==> config.mk <==
export PLATFORM = sky130hd
export DESIGN_NAME = columnar_block_transposer
export DESIGN_NICKNAME = d
export VERILOG_FILES = /design/src/rtl/cbt_pkg.sv /design/src/rtl/cbt_ctrl.sv /design/src/rtl/cbt_datapath.sv /design/src/rtl/columnar_block_transposer.sv
export SDC_FILE = /design/constraint.sdc
export NUM_CORES = 1
export LEC_CHECK = 0
export BUFFER_PORTS_ARGS = -buffer_cell sky130_fd_sc_hd__buf_2
export CORE_MARGIN = 2
export CORE_UTILIZATION = 60
export DETAILED_ROUTE_END_ITERATION = 12
export PLACE_DENSITY_LB_ADDON = 0.1
export SLEW_MARGIN = 30
export SYNTH_ARGS = -nofsm -noshare
export SYNTH_HDL_FRONTEND = slang
export SYNTH_SLANG_ARGS = --single-unit
==> constraint.sdc <==
create_clock -name clk -period 9.7 [get_ports clk]
set_clock_uncertainty 0.15 [all_clocks]
set_input_delay 1.94 -clock clk [delete_from_list [all_inputs] [get_ports clk]]
set_output_delay 1.94 -clock clk [all_outputs]
set_load 0.02 [all_outputs]
==> src/rtl/cbt_pkg.sv <==
package cbt_pkg;

  // Buffer and grid limits
  localparam int MAX_MESSAGE = 128;
  localparam int MAX_COLUMNS = 16;

  localparam int BYTE_W = 8;
  localparam int COL_W  = 5;
  localparam int CNT_W  = $clog2(MAX_MESSAGE + 1);
  localparam int ADDR_W = $clog2(MAX_MESSAGE);
  localparam int ACC_W  = $clog2(MAX_MESSAGE + MAX_COLUMNS);
  localparam int IDX_W  = ACC_W + 1;

  localparam logic [BYTE_W-1:0] PAD_BYTE  = 8'h3A;
  localparam logic [COL_W-1:0]  COL_RESET = 5'd4;

  // Request kinds
  localparam logic KIND_LOAD  = 1'b0;
  localparam logic KIND_FETCH = 1'b1;

  // Register indexes
  localparam logic [0:0] REG_COLUMN_COUNT = 1'b0;
  localparam logic [0:0] REG_DIRECTION    = 1'b1;

  typedef enum logic [3:0] {
    ST_IDLE  = 4'b0001,
    ST_DIV   = 4'b0010,
    ST_SCAN  = 4'b0100,
    ST_FETCH = 4'b1000
  } state_t;

  // Controller to datapath
  typedef struct packed {
    logic load;
    logic fetch;
    logic fetch_empty;
    logic fetch_out;
    logic div_step;
    logic div_end;
    logic scan_step;
    logic scan_end;
  } cmd_t;

  // Datapath to controller
  typedef struct packed {
    logic emit_avail;
    logic div_done;
    logic inverse;
    logic scan_done;
    logic out_busy;
  } sts_t;

endpackage

==> src/rtl/cbt_ctrl.sv <==
module cbt_ctrl
  import cbt_pkg::*;
(
  input  logic clk,
  input  logic rst_n,
  input  logic in_tvalid,
  input  logic in_kind,
  input  logic in_final,
  input  sts_t sts,
  output logic in_tready,
  output cmd_t cmd
);

  state_t state_r;
  state_t state_nxt;
  logic   accept;

  assign in_tready = (state_r == ST_IDLE) && !sts.out_busy;
  assign accept    = in_tvalid && in_tready;

  // Decode state into datapath commands
  always_comb begin
    cmd       = '0;
    state_nxt = state_r;
    unique case (state_r)
      ST_IDLE: begin
        if (accept) begin
          if (in_kind == KIND_LOAD) begin
            cmd.load = 1'b1;
            if (in_final) begin
              state_nxt = ST_DIV;
            end
          end else if (sts.emit_avail) begin
            cmd.fetch = 1'b1;
            state_nxt = ST_FETCH;
          end else begin
            cmd.fetch_empty = 1'b1;
          end
        end
      end
      ST_DIV: begin
        if (sts.div_done) begin
          cmd.div_end = 1'b1;
          state_nxt   = sts.inverse ? ST_SCAN : ST_IDLE;
        end else begin
          cmd.div_step = 1'b1;
        end
      end
      ST_SCAN: begin
        if (sts.scan_done) begin
          cmd.scan_end = 1'b1;
          state_nxt    = ST_IDLE;
        end else begin
          cmd.scan_step = 1'b1;
        end
      end
      ST_FETCH: begin
        cmd.fetch_out = 1'b1;
        state_nxt     = ST_IDLE;
      end
      default: begin
        state_nxt = ST_IDLE;
      end
    endcase
  end

  always_ff @(posedge clk) begin
    if (!rst_n) begin
      state_r <= ST_IDLE;
    end else begin
      state_r <= state_nxt;
    end
  end

endmodule

==> src/rtl/cbt_datapath.sv <==
module cbt_datapath
  import cbt_pkg::*;
(
  input  logic              clk,
  input  logic              rst_n,
  input  cmd_t              cmd,
  output sts_t              sts,
  input  logic [BYTE_W-1:0] in_byte,
  input  logic              in_final,
  input  logic              cfg_valid,
  input  logic [0:0]        cfg_index,
  input  logic [COL_W-1:0]  cfg_data,
  input  logic              out_tready,
  output logic              out_tvalid,
  output logic [BYTE_W-1:0] out_tdata,
  output logic              out_tlast,
  output logic [1:0]        out_tuser
);

  logic [BYTE_W-1:0] mem [MAX_MESSAGE];
  logic [BYTE_W-1:0] rdata_r;

  // Configuration and latched geometry
  logic [COL_W-1:0] column_count_r;
  logic             direction_r;
  logic [COL_W-1:0] cols_r;
  logic             dir_r;
  logic [COL_W-1:0] col_clamp;

  // Message and emission state
  logic [CNT_W-1:0] cnt_r;
  logic             emitting_r;
  logic             ovf_r;
  logic [ACC_W-1:0] pos_r;
  logic [ACC_W-1:0] total_r;
  logic [CNT_W-1:0] rows_r;
  logic [ACC_W-1:0] acc_r;
  logic [COL_W-1:0] full_r;

  // Grid walk position
  logic [CNT_W-1:0] wr_r;
  logic [COL_W-1:0] wc_r;
  logic [CNT_W-1:0] wstart_r;
  logic [ACC_W-1:0] widx_r;

  // Trim scan stage and fetch stage
  logic             s1_valid_r;
  logic             s1_pad_r;
  logic [ACC_W-1:0] s1_pos1_r;
  logic [ACC_W-1:0] last_r;
  logic             fpad_r;
  logic             ffinal_r;

  // Output register
  logic              out_valid_r;
  logic [BYTE_W-1:0] out_data_r;
  logic              out_last_r;
  logic              out_nr_r;
  logic              out_ovf_r;

  logic [CNT_W-1:0]  load_base;
  logic              room;
  logic [IDX_W-1:0]  inv_idx;
  logic [IDX_W-1:0]  cur_idx;
  logic              beyond;
  logic              inv_pad;
  logic              cell_pad;
  logic [ADDR_W-1:0] raddr;
  logic              last_row;
  logic [COL_W:0]    wc_inc;
  logic              scan_issue;
  logic              walk_step;
  logic              walk_reset;
  logic [ACC_W:0]    pos_inc;

  // Loads after an abandoned output start from an empty buffer
  assign load_base = emitting_r ? '0 : cnt_r;
  assign room      = load_base < CNT_W'(MAX_MESSAGE);

  // Clamp the configured width into the supported range
  always_comb begin
    if (column_count_r == '0) begin
      col_clamp = COL_W'(1);
    end else if (int'(column_count_r) > MAX_COLUMNS) begin
      col_clamp = COL_W'(MAX_COLUMNS);
    end else begin
      col_clamp = column_count_r;
    end
  end

  // Buffer index of the current grid cell and its pad condition
  assign inv_idx  = IDX_W'(wstart_r) + IDX_W'(wr_r);
  assign cur_idx  = dir_r ? inv_idx : IDX_W'(widx_r);
  assign beyond   = cur_idx >= IDX_W'(cnt_r);
  assign last_row = (CNT_W + 1)'(wr_r) + 1'b1 >= (CNT_W + 1)'(rows_r);
  assign inv_pad  = last_row && (wc_r >= full_r);
  assign cell_pad = beyond || (dir_r && inv_pad);
  assign raddr    = cur_idx[ADDR_W-1:0];
  assign wc_inc   = {1'b0, wc_r} + 1'b1;

  assign scan_issue = pos_r != ACC_W'(cnt_r);
  assign walk_step  = cmd.fetch || (cmd.scan_step && scan_issue);
  assign walk_reset = cmd.div_end || cmd.scan_end;
  assign pos_inc    = {1'b0, pos_r} + 1'b1;

  assign sts.emit_avail = emitting_r && (pos_r < total_r);
  assign sts.div_done   = acc_r >= ACC_W'(cnt_r);
  assign sts.inverse    = dir_r;
  assign sts.scan_done  = !scan_issue && !s1_valid_r;
  assign sts.out_busy   = out_valid_r && !out_tready;

  assign out_tvalid = out_valid_r;
  assign out_tdata  = out_data_r;
  assign out_tlast  = out_last_r;
  assign out_tuser  = {out_ovf_r, out_nr_r};

  // Message buffer: one write and one registered read per cycle
  always_ff @(posedge clk) begin
    if (cmd.load && room) begin
      mem[load_base[ADDR_W-1:0]] <= in_byte;
    end
    rdata_r <= mem[raddr];
  end

  // Control state
  always_ff @(posedge clk) begin
    if (!rst_n) begin
      column_count_r <= COL_RESET;
      direction_r    <= 1'b0;
      cols_r         <= COL_W'(1);
      dir_r          <= 1'b0;
      cnt_r          <= '0;
      emitting_r     <= 1'b0;
      ovf_r          <= 1'b0;
      pos_r          <= '0;
      total_r        <= '0;
      rows_r         <= '0;
      s1_valid_r     <= 1'b0;
      out_valid_r    <= 1'b0;
    end else begin
      // Register writes
      if (cfg_valid) begin
        unique case (cfg_index)
          REG_COLUMN_COUNT: column_count_r <= cfg_data;
          REG_DIRECTION:    direction_r    <= cfg_data[0];
        endcase
      end

      // Load one byte, abandoning any pending output
      if (cmd.load) begin
        if (emitting_r) begin
          emitting_r <= 1'b0;
          pos_r      <= '0;
          total_r    <= '0;
        end
        if (load_base == '0) begin
          ovf_r <= 1'b0;
        end
        if (room) begin
          cnt_r <= load_base + 1'b1;
        end else begin
          cnt_r <= load_base;
          ovf_r <= 1'b1;
        end
        if (in_final) begin
          cols_r <= col_clamp;
          dir_r  <= direction_r;
          rows_r <= '0;
        end
      end

      // Count rows
      if (cmd.div_step) begin
        rows_r <= rows_r + 1'b1;
      end
      if (cmd.div_end) begin
        pos_r <= '0;
        if (!dir_r) begin
          total_r    <= acc_r;
          emitting_r <= 1'b1;
        end
      end

      // Trim scan issue stage
      if (cmd.scan_step) begin
        s1_valid_r <= scan_issue;
        if (scan_issue) begin
          pos_r <= pos_inc[ACC_W-1:0];
        end
      end
      if (cmd.scan_end) begin
        pos_r   <= '0;
        total_r <= last_r;
        if (last_r == '0) begin
          emitting_r <= 1'b0;
          cnt_r      <= '0;
        end else begin
          emitting_r <= 1'b1;
        end
      end

      // Advance emission; the buffer empties after the last byte
      if (cmd.fetch) begin
        pos_r <= pos_inc[ACC_W-1:0];
        if (pos_inc >= {1'b0, total_r}) begin
          emitting_r <= 1'b0;
          cnt_r      <= '0;
        end
      end

      // Output register: hold until taken
      if (cmd.fetch_out || cmd.fetch_empty) begin
        out_valid_r <= 1'b1;
      end else if (out_tready) begin
        out_valid_r <= 1'b0;
      end
    end
  end

  // Datapath payload
  always_ff @(posedge clk) begin
    if (cmd.load && in_final) begin
      acc_r <= '0;
    end else if (cmd.div_step) begin
      acc_r <= acc_r + ACC_W'(cols_r);
    end

    if (cmd.div_end) begin
      full_r <= COL_W'(ACC_W'(cnt_r) + ACC_W'(cols_r) - acc_r);
      last_r <= '0;
    end

    // Walk the grid one cell at a time
    if (walk_reset) begin
      wr_r     <= '0;
      wc_r     <= '0;
      wstart_r <= '0;
      widx_r   <= '0;
    end else if (walk_step) begin
      if (!dir_r) begin
        if (last_row) begin
          wr_r   <= '0;
          wc_r   <= wc_inc[COL_W-1:0];
          widx_r <= ACC_W'(wc_inc);
        end else begin
          wr_r   <= wr_r + 1'b1;
          widx_r <= widx_r + ACC_W'(cols_r);
        end
      end else begin
        if (wc_inc == {1'b0, cols_r}) begin
          wc_r     <= '0;
          wr_r     <= wr_r + 1'b1;
          wstart_r <= '0;
        end else begin
          wc_r <= wc_inc[COL_W-1:0];
          if (wc_inc <= {1'b0, full_r}) begin
            wstart_r <= wstart_r + rows_r;
          end else begin
            wstart_r <= wstart_r + rows_r - 1'b1;
          end
        end
      end
    end

    // Trim scan: remember the end of the last non-pad cell
    if (cmd.scan_step && scan_issue) begin
      s1_pad_r  <= cell_pad;
      s1_pos1_r <= pos_inc[ACC_W-1:0];
    end
    if (s1_valid_r && !s1_pad_r && (rdata_r != PAD_BYTE)) begin
      last_r <= s1_pos1_r;
    end

    // Fetch stage
    if (cmd.fetch) begin
      fpad_r   <= cell_pad;
      ffinal_r <= pos_inc == {1'b0, total_r};
    end

    if (cmd.fetch_out) begin
      out_data_r <= fpad_r ? PAD_BYTE : rdata_r;
      out_last_r <= ffinal_r;
      out_nr_r   <= 1'b0;
      out_ovf_r  <= ovf_r;
    end else if (cmd.fetch_empty) begin
      out_data_r <= '0;
      out_last_r <= 1'b0;
      out_nr_r   <= 1'b1;
      out_ovf_r  <= ovf_r;
    end
  end

endmodule

==> src/rtl/columnar_block_transposer.sv <==
// Columnar block transposer.
// Input stream: in_tuser selects a load (0) or a fetch (1) request. A load
// stores in_tdata into the message buffer; in_tlast marks the final byte.
// Each fetch returns one output request: out_tdata is the next byte,
// out_tlast marks the last byte, out_tuser[0] says nothing was pending and
// out_tuser[1] says the message was cut at the buffer size.
// Configuration: cfg_index 0 column count, 1 direction; always ready. The
// values are latched when the final byte loads.
// Timing: a fetch with nothing pending answers in the next cycle; a fetch that
// emits a byte first passes ST_FETCH for the registered buffer read. After the
// final byte the row count loop runs; in inverse mode a trailing-pad scan
// follows, one buffer read per cycle. in_tready is low during these passes.
// Reset empties the buffer state and sets column count 4, direction 0.
// When the receiver stalls, the output register holds its request and
// in_tready stays low until it is taken.
module columnar_block_transposer
  import cbt_pkg::*;
(
  input  logic              clk,
  input  logic              rst_n,
  input  logic              in_tvalid,
  output logic              in_tready,
  input  logic [BYTE_W-1:0] in_tdata,   // [7:0] byte_in
  input  logic              in_tlast,
  input  logic              in_tuser,   // [0] kind
  output logic              out_tvalid,
  input  logic              out_tready,
  output logic [BYTE_W-1:0] out_tdata,  // [7:0] byte_out
  output logic              out_tlast,
  output logic [1:0]        out_tuser,  // [0] nothing_ready, [1] overflowed
  input  logic              cfg_valid,
  output logic              cfg_ready,
  input  logic [0:0]        cfg_index,
  input  logic [COL_W-1:0]  cfg_data
);

  cmd_t cmd;
  sts_t sts;

  assign cfg_ready = 1'b1;

  cbt_ctrl u_ctrl (
    .clk       (clk),
    .rst_n     (rst_n),
    .in_tvalid (in_tvalid),
    .in_kind   (in_tuser),
    .in_final  (in_tlast),
    .sts       (sts),
    .in_tready (in_tready),
    .cmd       (cmd)
  );

  cbt_datapath u_datapath (
    .clk        (clk),
    .rst_n      (rst_n),
    .cmd        (cmd),
    .sts        (sts),
    .in_byte    (in_tdata),
    .in_final   (in_tlast),
    .cfg_valid  (cfg_valid),
    .cfg_index  (cfg_index),
    .cfg_data   (cfg_data),
    .out_tready (out_tready),
    .out_tvalid (out_tvalid),
    .out_tdata  (out_tdata),
    .out_tlast  (out_tlast),
    .out_tuser  (out_tuser)
  );

endmodule

==> flow_metrics.tcl, run 1 <==
set metrics [dict create \
    dp_cells 5049 \
    fill_cells 6046 \
    grt_max_degree 177 \
    largest_register_ffs 1024 \
    fp.dieW_um 291 \
    use_met3 0.0445 \
    synth_area_um2 49400 \
    gr-usage-met2 0.475 \
    core_area_um2 81800 \
    grt_pass1_wl_um 190000 \
    regArea_um2 33700 \
    leakage_nw 19.4 \
    netlist_instances 4146 \
    drt-initial-drc-count 4087 \
    syn2layout_area_growth_pct 9.57 \
    antenna_found_initial 3 \
    hold_depth 0 \
    port_buffers 33 \
    final_common_cell "nand2_1" \
    cts.clk_slew.worst_paths_ns 0.06 \
    status "finished clean" \
    critPathRequiredTime_ns 10.12 \
    multi_input_area_um2 14400 \
    ff2ff_path_depth 12 \
    vias_per_cell 6.12 \
    setup_violations 0 \
    fin_crit_sh 0.522 \
    seq_area_frac_synth 0.683 \
    hp-class "reg2reg" \
    dr.pass1.iters 5 \
    gr-total-overflow 0 \
    rows 105 \
    async_flop_share 0 \
    worst_ir_drop_vdd_mv 0.152 \
    drcViolationCount 0 \
    grt_pass1_vias 30500 \
    r2r_start "u_datapath.wr_r[0]" \
    fin_cells 5263 \
    final_cell_mix "nand2_1, edfxtp_1, nand3_1" \
    gr-usage-met1 0.431 \
    ys_ff_latch 1156 \
    vias 32200 \
    cap_violations 0 \
    ioPinCount 35 \
    synth_nets 4265 \
    worstPathMaxFanout 67 \
    clock-root-buffer "clkbuf_16" \
    numCtsBuffers 116 \
    fp.dieArea_um2 84600 \
    track_usage 0.299 \
    crit_path_start_kind "flop" \
    rrSetupSlack_ns 4.64 \
    htree_levels 3 \
    diodes 0 \
    dp_hpwl_um 74700 \
    crit_arrival_ns 5.48 \
    rr_endpoint "u_datapath.rdata_r[6]" \
    syn-mean-instance-area_um2 11.9 \
    holdPathEnd "u_datapath.out_ovf_r" \
    nets 4218 \
    crit_type "reg2reg" \
    fmax_mhz 198 \
    clock_latency_ns 0.70 \
    clock_sinks 1156 \
    hold_violations 0 \
    fin_setup_tns_ns 0 \
    gp_routability_congestion 0.867 \
    cts_resized 0 \
    layout-drive-gt1-share 0.0689 \
    hold_start "u_datapath.ovf_r" \
    powerDensity_nw_per_um2 209 \
    initial_core_util 0.603 \
    busiest_layer "met2" \
    ys_warn_count 0 \
    wirelength_um 126000 \
    synthFlopType "edfxtp_1" \
    worst_pin_slew_ns 0.981 \
    fp.dieH_um 291 \
    cts_tree "yes" \
    postCtsHoldBufs 0 \
    postLayoutCoreUtil 0.661 \
    clockBufferDepth 3 \
    drtAntennaViolNets 0 \
    synth-edff-count 1058 \
    slew_headroom 0.345 \
    cp-end-kind "flop" \
    drv_slew 0 \
    rsz0062_at_grt "no" \
    cts_setup_buffers 0 \
    routedWlPerCell_um 24.0 \
    min_period_ns 5.06 \
    ys_types 73 \
]
==> report_power, final <==
| part | internal [mW] | switching (mW) | total, mW | leakage, nW |
|---|---|---|---|---|
| Sequential | 5.46 | 0.0346 | 5.50 | 10.3 |
| Clock | 2.49 | 1.89 | 4.37 | 1.82 |
| Combinational | 0.388 | 1.04 | 1.42 | 7.27 |
==> synth_stat cells (4+ instances only) <==
cell type	n	area, µm²
a211oi_1	14	105
a21boi_0	11	82.6
a21o_1	20	150
a21oi_1	80	400
a22oi_1	5	37.5
a31oi_1	5	31.3
and2_1	19	119
and3_1	12	75.1
buf_1	34	128
buf_2	88	440
buf_4	5	37.5
buf_6	5	56.3
clkbuf_1	113	424
dfxtp_1	98	1960
edfxtp_1	1058	31800
fa_1	8	160
ha_1	90	1130
inv_1	71	267
mux2_2	10	113
mux2i_1	123	1230
nand2_1	1105	4150
nand2b_1	18	113
nand3_1	419	2100
nand3b_1	15	113
nand4_1	261	1630
nor2_1	215	807
nor2b_1	21	131
nor3_1	18	90.1
nor4_1	9	56.3
nor4b_1	4	35.0
o211ai_1	4	30.0
o21a_1	15	113
o21ai_0	45	225
o21ai_1	4	20.0
o21bai_1	4	30.0
or3_1	7	43.8
or4_1	6	45.0
xnor2_1	32	280
xor2_1	25	219
==> metal layers <==
layer  vias to the layer above  share of wire
met4                         6          0.029
met5                         -        0.00025
met1                     15700           0.41
met3                       204          0.084
li1                      14800              -
met2                      1421           0.47
==> cells by family after synthesis <==
| group | count (synthesis) | synth area share |
|---|---|---|
| xor+xnor | 58 | 0.0104 |
| flops | 1156 | 0.683 |
| simple gates | 2148 | 0.196 |
| mux | 134 | 0.0274 |
| compound gates | 231 | 0.0290 |
| buf+inv | 320 | 0.0280 |
| fa+ha+maj | 98 | 0.0260 |
| other cells | 1 | 0.0000759 |
==> how the worst max path moves through the flow <==
stage | startpoint | endpoint | slack (ns) | cells past startpoint
after floorplan | out_tready | in_tready | 5.28 | 2
after global placement | out_tready | u_datapath.mem[19][1] | 4.53 | 8
after detailed placement | u_datapath.wr_r[0] | u_datapath.rdata_r[6] | 4.79 | 12
after CTS | u_datapath.wr_r[0] | u_datapath.rdata_r[2] | 4.76 | 12
after global routing | u_datapath.wr_r[0] | u_datapath.rdata_r[6] | 4.46 | 12
final | u_datapath.wr_r[0] | u_datapath.rdata_r[6] | 4.64 | 12
==> worst max-delay path, stage by stage, from the launching register on <==
cell and delay [ns]:
dfxtp_1 0.43, ha_1 0.20, inv_1 0.06, fa_1 0.40, xnor2_1 0.62, a32o_4 0.83, buf_4 0.80, nand3_1 0.14
nand4_1 0.17, mux2i_1 0.17, mux2i_1 0.37, mux2i_1 0.13, mux2_2 0.29
==> cell type report <==
class | count | share of cell area
Multi-Input combinational cell | 2670 | 0.266
Clock inverter | 70 | 0.0119
Tap cell | 1070 | 0.0247
Sequential cell | 1156 | 0.623
Timing Repair Buffer | 81 | 0.0120
Clock buffer | 142 | 0.0568
Inverter | 74 | 0.00527
==> stage by stage <==
step | power, mW | hold WS, ns | worst slack [ns] | cell area, µm²
3_3_place_gp | 6.99 | 0.272 | 4.53 | 50300
2_1_floorplan | 6.47 | 0.258 | 5.28 | 49400
4_1_cts | 11.3 | 0.286 | 4.76 | 54000
5_1_grt | 11.6 | 0.291 | 4.46 | 54100
3_5_place_dp | 7.01 | 0.271 | 4.79 | 50300
6_report | 11.3 | 0.288 | 4.64 | 54100
No activity file was read; power rests on OpenSTA's default activity.
==> run 2: changes to the inputs <==
Settings changed: CORE_UTILIZATION 60 to 57.
Clock period 9.7 ns to 4.5 ns, I/O delays scaled along.
==> run 2 against run 1 <==
Net effect:
- sequential share of layout area shrank 0.46 points
- worst setup slack got worse by 4.2 ns
- register-to-register slack worse by 4.2 ns
- global-route usage fell by 1.5 points
- clock power up 110%
- critical path depth did not move
- worst hold slack better by 0.0014 ns
- power is 110% higher
- routed wire length rose by 0.53%
- critical endpoint is now u_datapath.rdata_r[1]
==> flow_metrics.tcl, run 2 (synthesized netlist as in run 1, its figures left out) <==
set metrics [dict create \
    status "finished clean" \
    slowest_delay_ns 0.54 \
    cp_num_buf_inv 2 \
    clock_latency_ns 0.69 \
    powerDensity_nw_per_um2 443 \
    layout-drive-gt1-share 0.0724 \
    gp_routability_congestion 0.869 \
    fp.dieH_um 298 \
    timing.final.ws_setup_ns 0.439 \
    drt-initial-drc-count 3944 \
    cts_tree "yes" \
    rows 107 \
    worstPathMaxFanout 63 \
    rsz0062_at_grt "no" \
    vias 32300 \
    track_usage 0.284 \
    diodes 0 \
    hold_violations 0 \
    dr.pass1.iters 5 \
    cp_top_family "multiplexers" \
    gr-total-overflow 0 \
    cap_violations 0 \
    nets 4251 \
    grt_pass1_vias 30300 \
    clock-root-buffer "clkbuf_16" \
    worst_pin_slew_ns 1.03 \
    startpoint "u_datapath.wr_r[0]" \
    postLayoutCoreUtil 0.637 \
    leakage_nw 19.5 \
    dp_hpwl_um 78400 \
    crit_path_cell_trace "ha_1, inv_1, fa_1, xnor2_2, a32o_4, buf_12, nand3_1, nand4_1, mux2i_1, mux2i_1, mux2i_1, mux2_2" \
    fp.dieW_um 298 \
    postCtsHoldBufs 0 \
    clock_sinks 1156 \
    initial_core_util 0.577 \
    core_area_um2 85500 \
    drv_slew 0 \
    vias_per_cell 6.01 \
    grt_max_degree 139 \
    syn2layout_area_growth_pct 10.4 \
    cp-end-kind "flop" \
    critPathRequiredTime_ns 4.91 \
    fill_cells 6518 \
    wirelength_um 127000 \
    antenna_found_initial 0 \
    final_cell_mix "nand2_1, edfxtp_1, nand3_1" \
    cts.clk_slew.worst_paths_ns 0.06 \
    setup_violations 0 \
    drtAntennaViolNets 0 \
    port_buffers 33 \
    power.total_mw 24.1 \
    hp-class "in2reg" \
    numCtsBuffers 115 \
    worst_ir_drop_vdd_mv 0.349 \
    fin_area_um2 54500 \
    drcViolationCount 0 \
    slew_headroom 0.310 \
    clockBufferDepth 3 \
    fp.dieArea_um2 89000 \
    fmax_mhz 246 \
    place_ws_ns 0.259 \
    hold_start "cfg_data[2]" \
    min_period_ns 4.06 \
    fin_setup_tns_ns 0 \
    placedInstanceArea_um2 51000 \
    ioPinCount 35 \
    crit_arrival_ns 4.47 \
    crit_path_start_kind "flop" \
    routedWlPerCell_um 23.7 \
    largest_register_ffs 1024 \
    fin_crit_sh 0.903 \
    htree_levels 3 \
    r2r_start "u_datapath.wr_r[0]" \
    grt_pass1_wl_um 192000 \
    slowest_stage "a32o_4" \
    cpMostUsedCell "mux2i_1" \
    crit_type "reg2reg" \
    final_common_cell "nand2_1" \
]
[run 2: repair_timing]
| action | in CTS | in global routing |
|---|---|---|
| endpoints found under the setup margin | 0 | 1 |
| setup buffers | 0 | 0 |
| resized for setup | 0 | 1 |
[run 2: report_power, final]
part | leakage [nW] | internal, mW | switching [mW] | total [mW]
clock | 1.73 | 5.12 | 4.00 | 9.12
combinational | 7.51 | 0.952 | 2.20 | 3.15
sequential | 10.3 | 11.8 | 0.0991 | 11.9
total | 19.5 | 17.8 | 6.30 | 24.1
[run 2: path summary, 6_finish.rpt]
check	endpoint	slack, ns	cells after the start
worst min-delay path	u_datapath.column_count_r[2]	0.29	3
worst min register to register	u_datapath.out_nr_r	0.29	2
worst max-delay path	u_datapath.rdata_r[1]	0.44	12
worst max register to register	u_datapath.rdata_r[1]	0.44	12
[run 2: per-layer routing]
layer	vias up	track usage	part of all wire
met1	15800	0.420	0.43
met4	0	0.0840	0.029
met5	-	0	0
li1	14900	-	-
met3	181	0.0337	0.074
met2	1304	0.448	0.47
[run 2: metrics by stage]
| stage | hold WS (ns) | std cells |
|---|---|---|
| after floorplan | 0.258 | 4146 |
| after global placement | 0.283 | 5159 |
| after detailed placement | 0.289 | 5159 |
| after CTS | 0.257 | 5368 |
| after global routing | 0.287 | 5368 |
| final | 0.289 | 5368 |
[run 2: layout make-up]
cell class,count,area [µm²],area share
clock inverters,66,537,0.00985
multi-input cells,2670,14400,0.264
clock buffers,143,3000,0.0551
well taps,1144,1430,0.0263
inverters,74,285,0.00523
repair buffers,115,1130,0.0207
flip-flops and latches,1156,33700,0.619
[run 2: tightest hold or removal path, delay by kind of cell]
family	cells	cell delay (ns)
buffers and inverters	1	0.07
muxes	1	0.05
and+or+nand+nor	1	0.06
